<file path="config.mk">
export PLATFORM = sky130hd
export DESIGN_NAME = msp_v1_response_decoder_top_flat
export DESIGN_NICKNAME = d
export VERILOG_FILES = /design/src/sv/mrd_pkg.sv /design/src/sv/mrd_stream_if.sv /design/src/sv/mrd_csr_regs.sv /design/src/sv/mrd_parser.sv /design/src/sv/msp_v1_response_decoder_top.sv /design/src/flat_wrapper.sv
export SDC_FILE = /design/constraint.sdc
export NUM_CORES = 1
export LEC_CHECK = 0
export ABC_AREA = 0
export BUFFER_PORTS_ARGS = -buffer_cell sky130_fd_sc_hd__clkbuf_2
export CORE_MARGIN = 3
export CORE_UTILIZATION = 51
export CTS_CLUSTER_SIZE = 10
export DETAILED_ROUTE_END_ITERATION = 16
export PLACE_DENSITY = 0.78
export SYNTH_ARGS = -nofsm -noshare
export SYNTH_HDL_FRONTEND = slang
export SYNTH_SLANG_ARGS = --single-unit
</file>
<file path="constraint.sdc">
create_clock -name clock -period 8.9 [get_ports clock]
set_input_delay 2.67 -clock clock [delete_from_list [all_inputs] [get_ports clock]]
set_output_delay 2.67 -clock clock [all_outputs]
set_load 0.02 [all_outputs]
</file>
<file path="src/sv/mrd_pkg.sv">
`timescale 1ns / 1ps
// ----------------------------------------------------------------------------
// MSP v1 response decoder package
// Beat types, register indexes, header bytes and frame status codes.
// ----------------------------------------------------------------------------
package mrd_pkg;

   localparam logic [7:0] HDR_START = 8'h24;  // '$'
   localparam logic [7:0] HDR_M     = 8'h4D;  // 'M'
   localparam logic [7:0] HDR_DIR   = 8'h3E;  // '>'

   localparam logic [7:0] EXPECTED_COMMAND_RESET = 8'd108;
   localparam logic [7:0] STORE_LIMIT_RESET      = 8'd64;

   localparam logic [7:0] CSR_EXPECTED_COMMAND = 8'd0;
   localparam logic [7:0] CSR_STORE_LIMIT      = 8'd1;

   localparam logic ACTION_BYTE  = 1'b0;
   localparam logic ACTION_ABORT = 1'b1;

   localparam logic KIND_PAYLOAD   = 1'b0;
   localparam logic KIND_FRAME_END = 1'b1;

   typedef enum logic [1:0] {
      STATUS_OK        = 2'd0,
      STATUS_CHECKSUM  = 2'd1,
      STATUS_COMMAND   = 2'd2
   } status_type;

   typedef struct packed {
      logic       action;
      logic [7:0] rx_byte;
   } req_type;

   typedef struct packed {
      logic       result_kind;
      logic [7:0] payload_byte;
      logic [7:0] payload_index;
      logic [1:0] frame_status;
      logic [7:0] frame_length;
   } rsp_type;

   typedef struct packed {
      logic [7:0] index;
      logic [7:0] data;
   } csr_type;

   typedef struct packed {
      logic [7:0] expected_command;
      logic [7:0] store_limit;
   } cfg_type;

endpackage

</file>
<file path="src/sv/mrd_stream_if.sv">
`timescale 1ns / 1ps
// ----------------------------------------------------------------------------
// MSP v1 response decoder stream channel
// Valid/ready channel carrying one payload beat of a chosen type.
// ----------------------------------------------------------------------------
interface mrd_stream_if #(
   parameter type payload_type = logic
);
   logic        valid;
   logic        ready;
   payload_type payload;

   modport source (output valid, output payload, input ready);
   modport sink   (input valid, input payload, output ready);
endinterface

</file>
<file path="src/sv/mrd_csr_regs.sv">
`timescale 1ns / 1ps
// ----------------------------------------------------------------------------
// MSP v1 response decoder control registers
// Holds expected command and store limit, written over the csr channel.
// ----------------------------------------------------------------------------
module mrd_csr_regs (
   input  logic              clock,
   input  logic              reset,
   input  logic              wr_valid,
   input  mrd_pkg::csr_type  wr_beat,
   output mrd_pkg::cfg_type  cfg
);

   mrd_pkg::cfg_type cfg_ff;
   mrd_pkg::cfg_type cfg_in;

   always_comb begin
      cfg_in = cfg_ff;
      if (wr_valid) begin
         // unknown indexes are dropped
         if (wr_beat.index == mrd_pkg::CSR_EXPECTED_COMMAND) begin
            cfg_in.expected_command = wr_beat.data;
         end else if (wr_beat.index == mrd_pkg::CSR_STORE_LIMIT) begin
            cfg_in.store_limit = wr_beat.data;
         end
      end
   end

   always_ff @(posedge clock) begin
      if (reset) begin
         cfg_ff.expected_command <= mrd_pkg::EXPECTED_COMMAND_RESET;
         cfg_ff.store_limit      <= mrd_pkg::STORE_LIMIT_RESET;
      end else begin
         cfg_ff <= cfg_in;
      end
   end

   assign cfg = cfg_ff;

endmodule

</file>
<file path="src/sv/mrd_parser.sv">
`timescale 1ns / 1ps
// ----------------------------------------------------------------------------
// MSP v1 response decoder frame parser
// Header hunt, length/command capture, checksum and per-byte result build.
// ----------------------------------------------------------------------------
module mrd_parser (
   input  logic              clock,
   input  logic              reset,
   input  logic              step,
   input  mrd_pkg::req_type  item,
   input  mrd_pkg::cfg_type  cfg,
   output logic              res_valid,
   output mrd_pkg::rsp_type  res
);

   typedef enum logic [2:0] {
      PH_HUNT = 3'd0,
      PH_M    = 3'd1,
      PH_DIR  = 3'd2,
      PH_LEN  = 3'd3,
      PH_CMD  = 3'd4,
      PH_BODY = 3'd5
   } phase_type;

   phase_type  phase_ff,    phase_in;
   logic [7:0] length_ff,   length_in;
   logic [7:0] command_ff,  command_in;
   logic [7:0] checksum_ff, checksum_in;
   logic [7:0] count_ff,    count_in;

   logic [7:0] c;

   assign c = item.rx_byte;

   always_comb begin
      phase_in    = phase_ff;
      length_in   = length_ff;
      command_in  = command_ff;
      checksum_in = checksum_ff;
      count_in    = count_ff;
      res_valid   = 1'b0;
      res         = '0;

      if (item.action == mrd_pkg::ACTION_ABORT) begin
         phase_in    = PH_HUNT;
         length_in   = '0;
         command_in  = '0;
         checksum_in = '0;
         count_in    = '0;
      end else begin
         unique case (phase_ff)
            PH_M: begin
               phase_in = (c == mrd_pkg::HDR_M) ? PH_DIR : PH_HUNT;
            end
            PH_DIR: begin
               phase_in = (c == mrd_pkg::HDR_DIR) ? PH_LEN : PH_HUNT;
            end
            PH_LEN: begin
               length_in   = c;
               checksum_in = checksum_ff ^ c;
               phase_in    = PH_CMD;
            end
            PH_CMD: begin
               command_in  = c;
               checksum_in = checksum_ff ^ c;
               phase_in    = PH_BODY;
            end
            PH_BODY: begin
               if (count_ff < length_ff) begin
                  checksum_in = checksum_ff ^ c;
                  count_in    = count_ff + 8'd1;
                  if (count_ff < cfg.store_limit) begin
                     res_valid         = 1'b1;
                     res.result_kind   = mrd_pkg::KIND_PAYLOAD;
                     res.payload_byte  = c;
                     res.payload_index = count_ff;
                  end
               end else begin
                  // checksum byte: report, then restart the hunt
                  res_valid        = 1'b1;
                  res.result_kind  = mrd_pkg::KIND_FRAME_END;
                  res.frame_length = length_ff;
                  if (command_ff != cfg.expected_command) begin
                     res.frame_status = mrd_pkg::STATUS_COMMAND;
                  end else if (checksum_ff != c) begin
                     res.frame_status = mrd_pkg::STATUS_CHECKSUM;
                  end else begin
                     res.frame_status = mrd_pkg::STATUS_OK;
                  end
                  phase_in    = PH_HUNT;
                  length_in   = '0;
                  command_in  = '0;
                  checksum_in = '0;
                  count_in    = '0;
               end
            end
            default: begin
               phase_in = (c == mrd_pkg::HDR_START) ? PH_M : PH_HUNT;
            end
         endcase
      end
   end

   always_ff @(posedge clock) begin
      if (reset) begin
         phase_ff    <= PH_HUNT;
         length_ff   <= '0;
         command_ff  <= '0;
         checksum_ff <= '0;
         count_ff    <= '0;
      end else if (step) begin
         phase_ff    <= phase_in;
         length_ff   <= length_in;
         command_ff  <= command_in;
         checksum_ff <= checksum_in;
         count_ff    <= count_in;
      end
   end

endmodule

</file>
<file path="src/sv/msp_v1_response_decoder_top.sv">
`timescale 1ns / 1ps
// Path: req byte -> input register -> parser -> result register -> rsp.
// Throughput: one byte per cycle; the input register drains into the parser
//   and result register whenever the result register is empty or being taken.
// Reset (synchronous, active high): parser returns to the header hunt with all
//   frame state cleared, registers reload their defaults, both stages empty.
// ----------------------------------------------------------------------------
// MSP v1 response decoder top level
// Input register, frame parser and result register on valid/ready channels.
// ----------------------------------------------------------------------------
module msp_v1_response_decoder_top (
   input  logic    clock,
   input  logic    reset,
   mrd_stream_if.sink   req_if,
   mrd_stream_if.source rsp_if,
   mrd_stream_if.sink   csr_if
);

   logic             in_valid_ff,  in_valid_in;
   mrd_pkg::req_type in_item_ff;
   logic             out_valid_ff, out_valid_in;
   mrd_pkg::rsp_type out_item_ff;

   logic             consume;
   logic             req_take;
   logic             res_valid;
   mrd_pkg::rsp_type res;
   mrd_pkg::cfg_type cfg;

   assign consume  = in_valid_ff & (~out_valid_ff | rsp_if.ready);
   assign req_take = req_if.valid & req_if.ready;

   assign req_if.ready = ~in_valid_ff | consume;
   assign csr_if.ready = 1'b1;

   mrd_csr_regs u_csr (
      .clock    (clock),
      .reset    (reset),
      .wr_valid (csr_if.valid),
      .wr_beat  (csr_if.payload),
      .cfg      (cfg)
   );

   mrd_parser u_parser (
      .clock     (clock),
      .reset     (reset),
      .step      (consume),
      .item      (in_item_ff),
      .cfg       (cfg),
      .res_valid (res_valid),
      .res       (res)
   );

   always_comb begin
      in_valid_in = in_valid_ff;
      if (req_take) begin
         in_valid_in = 1'b1;
      end else if (consume) begin
         in_valid_in = 1'b0;
      end

      out_valid_in = out_valid_ff;
      if (consume) begin
         out_valid_in = res_valid;
      end else if (rsp_if.ready) begin
         out_valid_in = 1'b0;
      end
   end

   always_ff @(posedge clock) begin
      if (reset) begin
         in_valid_ff  <= 1'b0;
         out_valid_ff <= 1'b0;
      end else begin
         in_valid_ff  <= in_valid_in;
         out_valid_ff <= out_valid_in;
      end
   end

   // hold payloads until the next beat lands
   always_ff @(posedge clock) begin
      if (req_take) begin
         in_item_ff <= req_if.payload;
      end
      if (consume && res_valid) begin
         out_item_ff <= res;
      end
   end

   assign rsp_if.valid   = out_valid_ff;
   assign rsp_if.payload = out_item_ff;

endmodule

</file>
<file path="src/flat_wrapper.sv">
// flat-port wrapper written by rule: the top's interface ports become plain ports
module msp_v1_response_decoder_top_flat 
  (clock, reset, req_if_valid, req_if_payload, req_if_ready, rsp_if_valid, rsp_if_payload, rsp_if_ready, csr_if_valid, csr_if_payload, csr_if_ready);
  mrd_stream_if #(.payload_type(mrd_pkg::req_type)) req_if_i ();
  mrd_stream_if #(.payload_type(mrd_pkg::rsp_type)) rsp_if_i ();
  mrd_stream_if #(.payload_type(mrd_pkg::csr_type)) csr_if_i ();
  input  logic clock;
  input  logic reset;
  input wire logic [$bits(req_if_i.valid)-1:0] req_if_valid;
  input wire logic [$bits(req_if_i.payload)-1:0] req_if_payload;
  output wire logic [$bits(req_if_i.ready)-1:0] req_if_ready;
  output wire logic [$bits(rsp_if_i.valid)-1:0] rsp_if_valid;
  output wire logic [$bits(rsp_if_i.payload)-1:0] rsp_if_payload;
  input wire logic [$bits(rsp_if_i.ready)-1:0] rsp_if_ready;
  input wire logic [$bits(csr_if_i.valid)-1:0] csr_if_valid;
  input wire logic [$bits(csr_if_i.payload)-1:0] csr_if_payload;
  output wire logic [$bits(csr_if_i.ready)-1:0] csr_if_ready;
  assign req_if_i.valid = req_if_valid;
  assign req_if_i.payload = req_if_payload;
  assign req_if_ready = req_if_i.ready;
  assign rsp_if_valid = rsp_if_i.valid;
  assign rsp_if_payload = rsp_if_i.payload;
  assign rsp_if_i.ready = rsp_if_ready;
  assign csr_if_i.valid = csr_if_valid;
  assign csr_if_i.payload = csr_if_payload;
  assign csr_if_ready = csr_if_i.ready;
  msp_v1_response_decoder_top u_core (.clock(clock), .reset(reset), .req_if(req_if_i), .rsp_if(rsp_if_i), .csr_if(csr_if_i));
endmodule
</file>
== Yosys cells after proc, flatten, opt, wreduce, memory -nomap -nowiden ==
Cells that the tools add are included.

* Bits in registers: 89
* Input bits: 30
* Logic and storage cells: 91

* Add/subtract/negate cells: 1
* $lt $le $gt $ge: 2
* Eq/ne operators: 12
* Muxes and demuxes: 28
* Bitwise gates (word level): 11
* Reduce and logical (&&, ||, !) cells: 20

{| class="wikitable"
|+ Operator list
! operator !! number
|-
| $mux 8 || 8
|-
| $pmux 8 s2 || 3
|-
| $eq 8x6->1 const B || 2
|-
| $lt 8x8->1 || 2
|-
| $ne 8x8->1 || 2
|-
| $pmux 3 s5 || 1
|-
| $mux 1 || 11
|-
| $reduce_and 3->1 || 3
|-
| $reduce_bool 3->1 || 3
|-
| $add 8x1->8 const B || 1
|-
| $eq 8x1->1 const B || 1
|-
| $eq 8x7->1 const B || 1
|-
| $logic_not 8->1 || 1
|-
| $reduce_and 2->1 || 4
|-
| $reduce_or 4->1 || 2
|-
| $xor 8x8->8 || 1
|-
| $eq 3x2->1 const B || 2
|-
| $eq 3x3->1 const B || 2
|-
| $mux 2 || 3
|-
| $mux 3 || 2
|-
| $not 1->1 || 6
|-
| $reduce_bool 2->1 || 3
|-
| $reduce_or 2->1 || 2
|-
| $eq 3x1->1 const B || 1
|-
| other kinds (5) || 7
|}

== Depth between registers and ports, before layout ==
* Depth in word-level cells: 6
* Gate-level depth with buffers: 8
* Depth with buffers taken out: 7

== By module ==
A second synthesis with hierarchy kept.

* Cells, all modules: 427
* Area total of the unflattened synthesis: 4451.8 µm²

{| class="wikitable"
|+ Modules (own cells, without submodules)
! module !! times used !! cells each !! area each (µm²) !! sequential area each (µm²)
|-
| mrd_parser || 1 || 306 || 2522.4 || 700.7
|-
| msp_v1_response_decoder_top || 1 || 49 || 1194.9 || 1121.1
|-
| mrd_csr_regs || 1 || 72 || 734.5 || 320.3
|}

== Worst setup path after synthesis ==
Ideal clock, no wire load.

* Kind: in2out
* From: in rsp_if_ready
* To: out req_if_ready
* Data arrival time: 2950 ps
* Data required time: 6230 ps
* Path slack: 3280 ps
* Stages on the path: 2
* Buffers on the path: 0
* Cells stage by stage: nor2b_1 > nand2_1

* Longest elaborated chain between the ends: 3

{| class="wikitable"
|+ Ends and longest elaborated chain
! what !! RTL line !! RTL
|-
| start, declared || flat_wrapper.sv:14 || <nowiki>input wire logic [$bits(rsp_if_i.ready)-1:0] rsp_if_ready;</nowiki>
|-
| $or 1x1->1 || msp_v1_response_decoder_top.sv:30 || <nowiki>assign consume = in_valid_ff & (~out_valid_ff | rsp_if.ready);</nowiki>
|-
| $and 1x1->1 || msp_v1_response_decoder_top.sv:30 ||
|-
| $or 1x1->1 || msp_v1_response_decoder_top.sv:33 || <nowiki>assign req_if.ready = ~in_valid_ff | consume;</nowiki>
|-
| end, declared || flat_wrapper.sv:11 || <nowiki>output wire logic [$bits(req_if_i.ready)-1:0] req_if_ready;</nowiki>
|}

Every way passes these cells.

== Final worst setup path ==
Same ends and word-level chain as after synthesis.

==> results.yml <==
power:
  pwr_per_cell_area_nw_per_um2: 152.1
  power.static_leakage_nw: 1.829
  power.share.clock_pct: 34.1
  p_switching_uw: 171.8
  power.share.sequential_pct: 61.3
  internal_power_uw: 541.0
  combinationalPowerShare_pct: 4.5
  power_switching_share_pct: 24.10
  worst_ir_drop_vdd_v: 0.00009049
layout:
  final-instance-count-excl-fill: 549
  n_antenna_cell: 0
  commonest_cells_after_routing_fill_and_taps_aside: "58 x sky130_fd_sc_hd__clkbuf_2, 53 x sky130_fd_sc_hd__dfxtp_1, 36 x sky130_fd_sc_hd__edfxtp_1, 28 x sky130_fd_sc_hd__nor2_1, 22 x sky130_fd_sc_hd__nand2_1"
  areaGrowthSynthToFinish_pct: 12.16
  final_common_cell: "sky130_fd_sc_hd__clkbuf_2"
  final_layout_size_suffix_gt1_share_pct: 19.91
  layout.nets: 487
route:
  remaining_drc_errors: 0
  via_count: 3115
  postRouteAntennaNets: 0
  detail_route.wirelength_um: 8574
  wl_per_cell_um: 15.62
  dr.pass1.iters: 5
  post_drt_via_cell_ratio: 5.674
  drt_iter0_markers: 213
clock_network:
  cts_made_buffers: 9
  cts_tree: "done"
  clk-insertion-delay-late_ps: 360
  ctsLongestPathBuffers: 2
  clock_tree.root_cell: "sky130_fd_sc_hd__clkbuf_8"
  cts_hold_buffers: 0
  clock_sinks: 89
  cts_max_level: 3
  clk_pin_slew_ps: 80
  cts_resized: 0
  post-cts-setup-buffer-count: 0
floorplan:
  die_width_um: 96.51
  chipHeight_um: 96.51
  rows: 32
  count_of_boundary_i_o_pins: 60
  effective_utilization_at_floorplan_pct: 53.24
  core_area_sq_um: 7848
  die_footprint_sq_um: 9313
critical_path:
  cp-start-kind: "primary input"
  worstPathCellList: "clkbuf_2, nor2b_1, nand2_1, clkbuf_2"
  worstPathArrival_ps: 3150
  critPathCaptureType: "primary output"
  crit_path_max_incr_delay_ps: 160
  worst_path_most_repeated_cell: "sky130_fd_sc_hd__clkbuf_2"
  critical_path_class: "in -> out"
  cp_data_required_time_ps: 6230
  critPathSlowestCell: "sky130_fd_sc_hd__clkbuf_2"
  critPathMaxFanout: 2
yosys:
  post_synthesis_sequential_area_ratio_pct: 51.27
  ys_async_sr_fraction_pct: 0
  synth.lib_cells_used.distinct: 61
  ys_ff_latch: 89
  synth_top_flop_cell: "sky130_fd_sc_hd__dfxtp_1"
  synthCells: 390
  synth.cell_area_sq_um: 4178
  post_synth.cell_area_avg_sq_um: 10.71
  synth_enable_flop_cells: 36
  syn_nets: 435
  synth_warnings: 0
global_routing:
  grt_max_degree: 48
  grt_remaining_overflow: 0
  via_count_of_the_first_global_routing_pass: 2899
  antenna_found_initial: 0
  global_route_wire_length_before_repair_um: 13910
  groute.usage.overall_pct: 19.58
sta:
  final_hold_viol_count: 0
  period_share_pct: 65.42
  max-slew-margin-rel_pct: 17.91
  sum_of_negative_setup_slack_ps: 0
  finalCriticalPeriod_ps: 5822
  number_of_setup_violations_in_the_final_report: 0
  worst-slew-pin-transition_ps: 1220
  max_fclk_ghz: 0.1718
  timing.clock.skew_ps: 8.714
  report.final.slew_viol_count: 0
  grt_setup_unrepaired: "no"
placed_design:
  dpl.cell_count: 533
  globalplace.congestion: 0.9228
  post-dp-hpwl_um: 6132
  port-buffer-count: 58
job:
  max_cap_violations: 0
worst_hold_path:
  hp-class: "reg -> reg"
outcome:
  status: "completed"
-- synth_stat cells (2+ instances only) --
cell                       instances  area, sq um
sky130_fd_sc_hd__nand2b_1          7        43.79
sky130_fd_sc_hd__nand2_1          22        82.58
sky130_fd_sc_hd__dfxtp_1          53         1061
sky130_fd_sc_hd__o32ai_1           9        78.83
sky130_fd_sc_hd__mux2i_1          12        120.1
sky130_fd_sc_hd__nor3_1           13        65.06
sky130_fd_sc_hd__clkbuf_1         10        37.54
sky130_fd_sc_hd__inv_1            17        63.81
sky130_fd_sc_hd__a22o_1           16        140.1
sky130_fd_sc_hd__buf_6             2        22.52
sky130_fd_sc_hd__ha_1             15        187.7
sky130_fd_sc_hd__a21oi_1           7        35.03
sky130_fd_sc_hd__and2_1           17        106.4
sky130_fd_sc_hd__o311ai_1          2        17.52
sky130_fd_sc_hd__xor2_1           14        122.6
sky130_fd_sc_hd__inv_2             2        7.510
sky130_fd_sc_hd__nand4_1           4        25.02
sky130_fd_sc_hd__nor4b_1           2        17.52
sky130_fd_sc_hd__a211o_1           5        43.79
sky130_fd_sc_hd__nor2b_1          14        87.58
sky130_fd_sc_hd__nand3_1           6        30.03
sky130_fd_sc_hd__o31ai_1          12        90.09
sky130_fd_sc_hd__o21ai_1           5        25.02
sky130_fd_sc_hd__o21a_1            3        22.52
sky130_fd_sc_hd__xnor2_1           5        43.79
sky130_fd_sc_hd__and3_1            4        25.02
sky130_fd_sc_hd__nor4_1            8        50.05
sky130_fd_sc_hd__buf_2             5        25.02
sky130_fd_sc_hd__nor2_1           28        105.1
sky130_fd_sc_hd__a21oi_2           2        17.52
sky130_fd_sc_hd__edfxtp_1         36         1081
sky130_fd_sc_hd__nand3b_1          4        30.03
-- per-stage QoR --
step	setup WS (ps)	hold slack [ps]	power [mW]	area, sq um	util, %
floorplan	3280	435.4	0.4642	4178	-
global placement	3110	450.8	0.4776	4516	57.54
detailed placement	3077	462.4	0.4783	4516	57.54
CTS	3072	482.6	0.7156	4686	59.71
global route	3010	495.0	0.7376	4686	59.71
finish	3078	480.0	0.7128	4686	59.71
-- kinds of logic (layout without fill, tap and decap cells) --
kind of cell | after synthesis | count (layout) | share of synthesized area [%]
multiplexers | 12 | 12 | 2.875
AO/OA/AOI/OAI | 76 | 76 | 14.32
other | 1 | 1 | 0.08976
XOR/XNOR | 19 | 19 | 3.983
buffers and inverters | 37 | 94 | 3.923
flip-flops | 89 | 89 | 51.27
adder cells (fa/ha/maj) | 15 | 15 | 4.492
AND/OR/NAND/NOR | 141 | 141 | 19.05
-- power by group through the flow --
stage,registers (mW),clock network [mW],logic (mW)
after global placement,0.446,0,0.0315
after detailed placement,0.446,0,0.0319
after CTS,0.437,0.247,0.0321
after floorplan,0.439,0,0.0254
after global routing,0.438,0.264,0.0355
final,0.437,0.243,0.0323
-- registers in the layout, summed over array words and instances, names as in the netlist --
signal and flops:
u_core.in_item_ff 9, u_core.in_valid_ff 1, u_core.rsp_if.payload 27, u_core.rsp_if.valid 1, u_core.u_csr.cfg 16, u_core.u_parser.checksum_ff 8, u_core.u_parser.command_ff 8, u_core.u_parser.count_ff 8
u_core.u_parser.length_ff 8, u_core.u_parser.phase_ff 3
-- path summary, 6_finish.rpt --
| path | startpoint | endpoint | slack (ps) | cells after the start |
|---|---|---|---|---|
| min reg2reg | u_core.u_csr.cfg[6]$_SDFFE_PP1P_ | u_core.u_csr.cfg[6]$_SDFFE_PP1P_ | 480 | 1 |
| min | u_core.u_csr.cfg[6]$_SDFFE_PP1P_ | u_core.u_csr.cfg[6]$_SDFFE_PP1P_ | 480 | 1 |
| max reg2reg | u_core.u_parser.count_ff[2]$_SDFFE_PP0P_ | u_core.rsp_if.payload[10]$_SDFFCE_PP0P_ | 6170 | 7 |
| max | rsp_if_ready | req_if_ready | 3080 | 4 |
-- worst max-delay path, delay by kind of cell --
family / cells / cell delay [ps]
buffers and inverters: 2 / 250
and+or+nand+nor: 2 / 230
-- final cells by class --
cell class                 instances  area, sq um
multi-input combinational        264         1877
clock buffer                       9        123.9
inverter                          19        71.32
sequential                        89         2142
fill                             691         3162
clock inverter                     7        46.29
tap                              102        127.6
timing repair buffer              59        297.8
-- routing by layer --
| layer | vias to the layer above | wire length [um] | part of all wire [%] | global-route usage (%) |
|---|---|---|---|---|
| met5 | - | 0 | 0 | 0 |
| met4 | 0 | 140 | 1.6 | 8.294 |
| met3 | 17 | 616 | 7.2 | 3.718 |
| met2 | 119 | 3891 | 45 | 31.32 |
| met1 | 1443 | 3925 | 46 | 26.00 |
| li1 | 1536 | - | - | - |
Note: power is estimated with default switching activity, not from simulation.
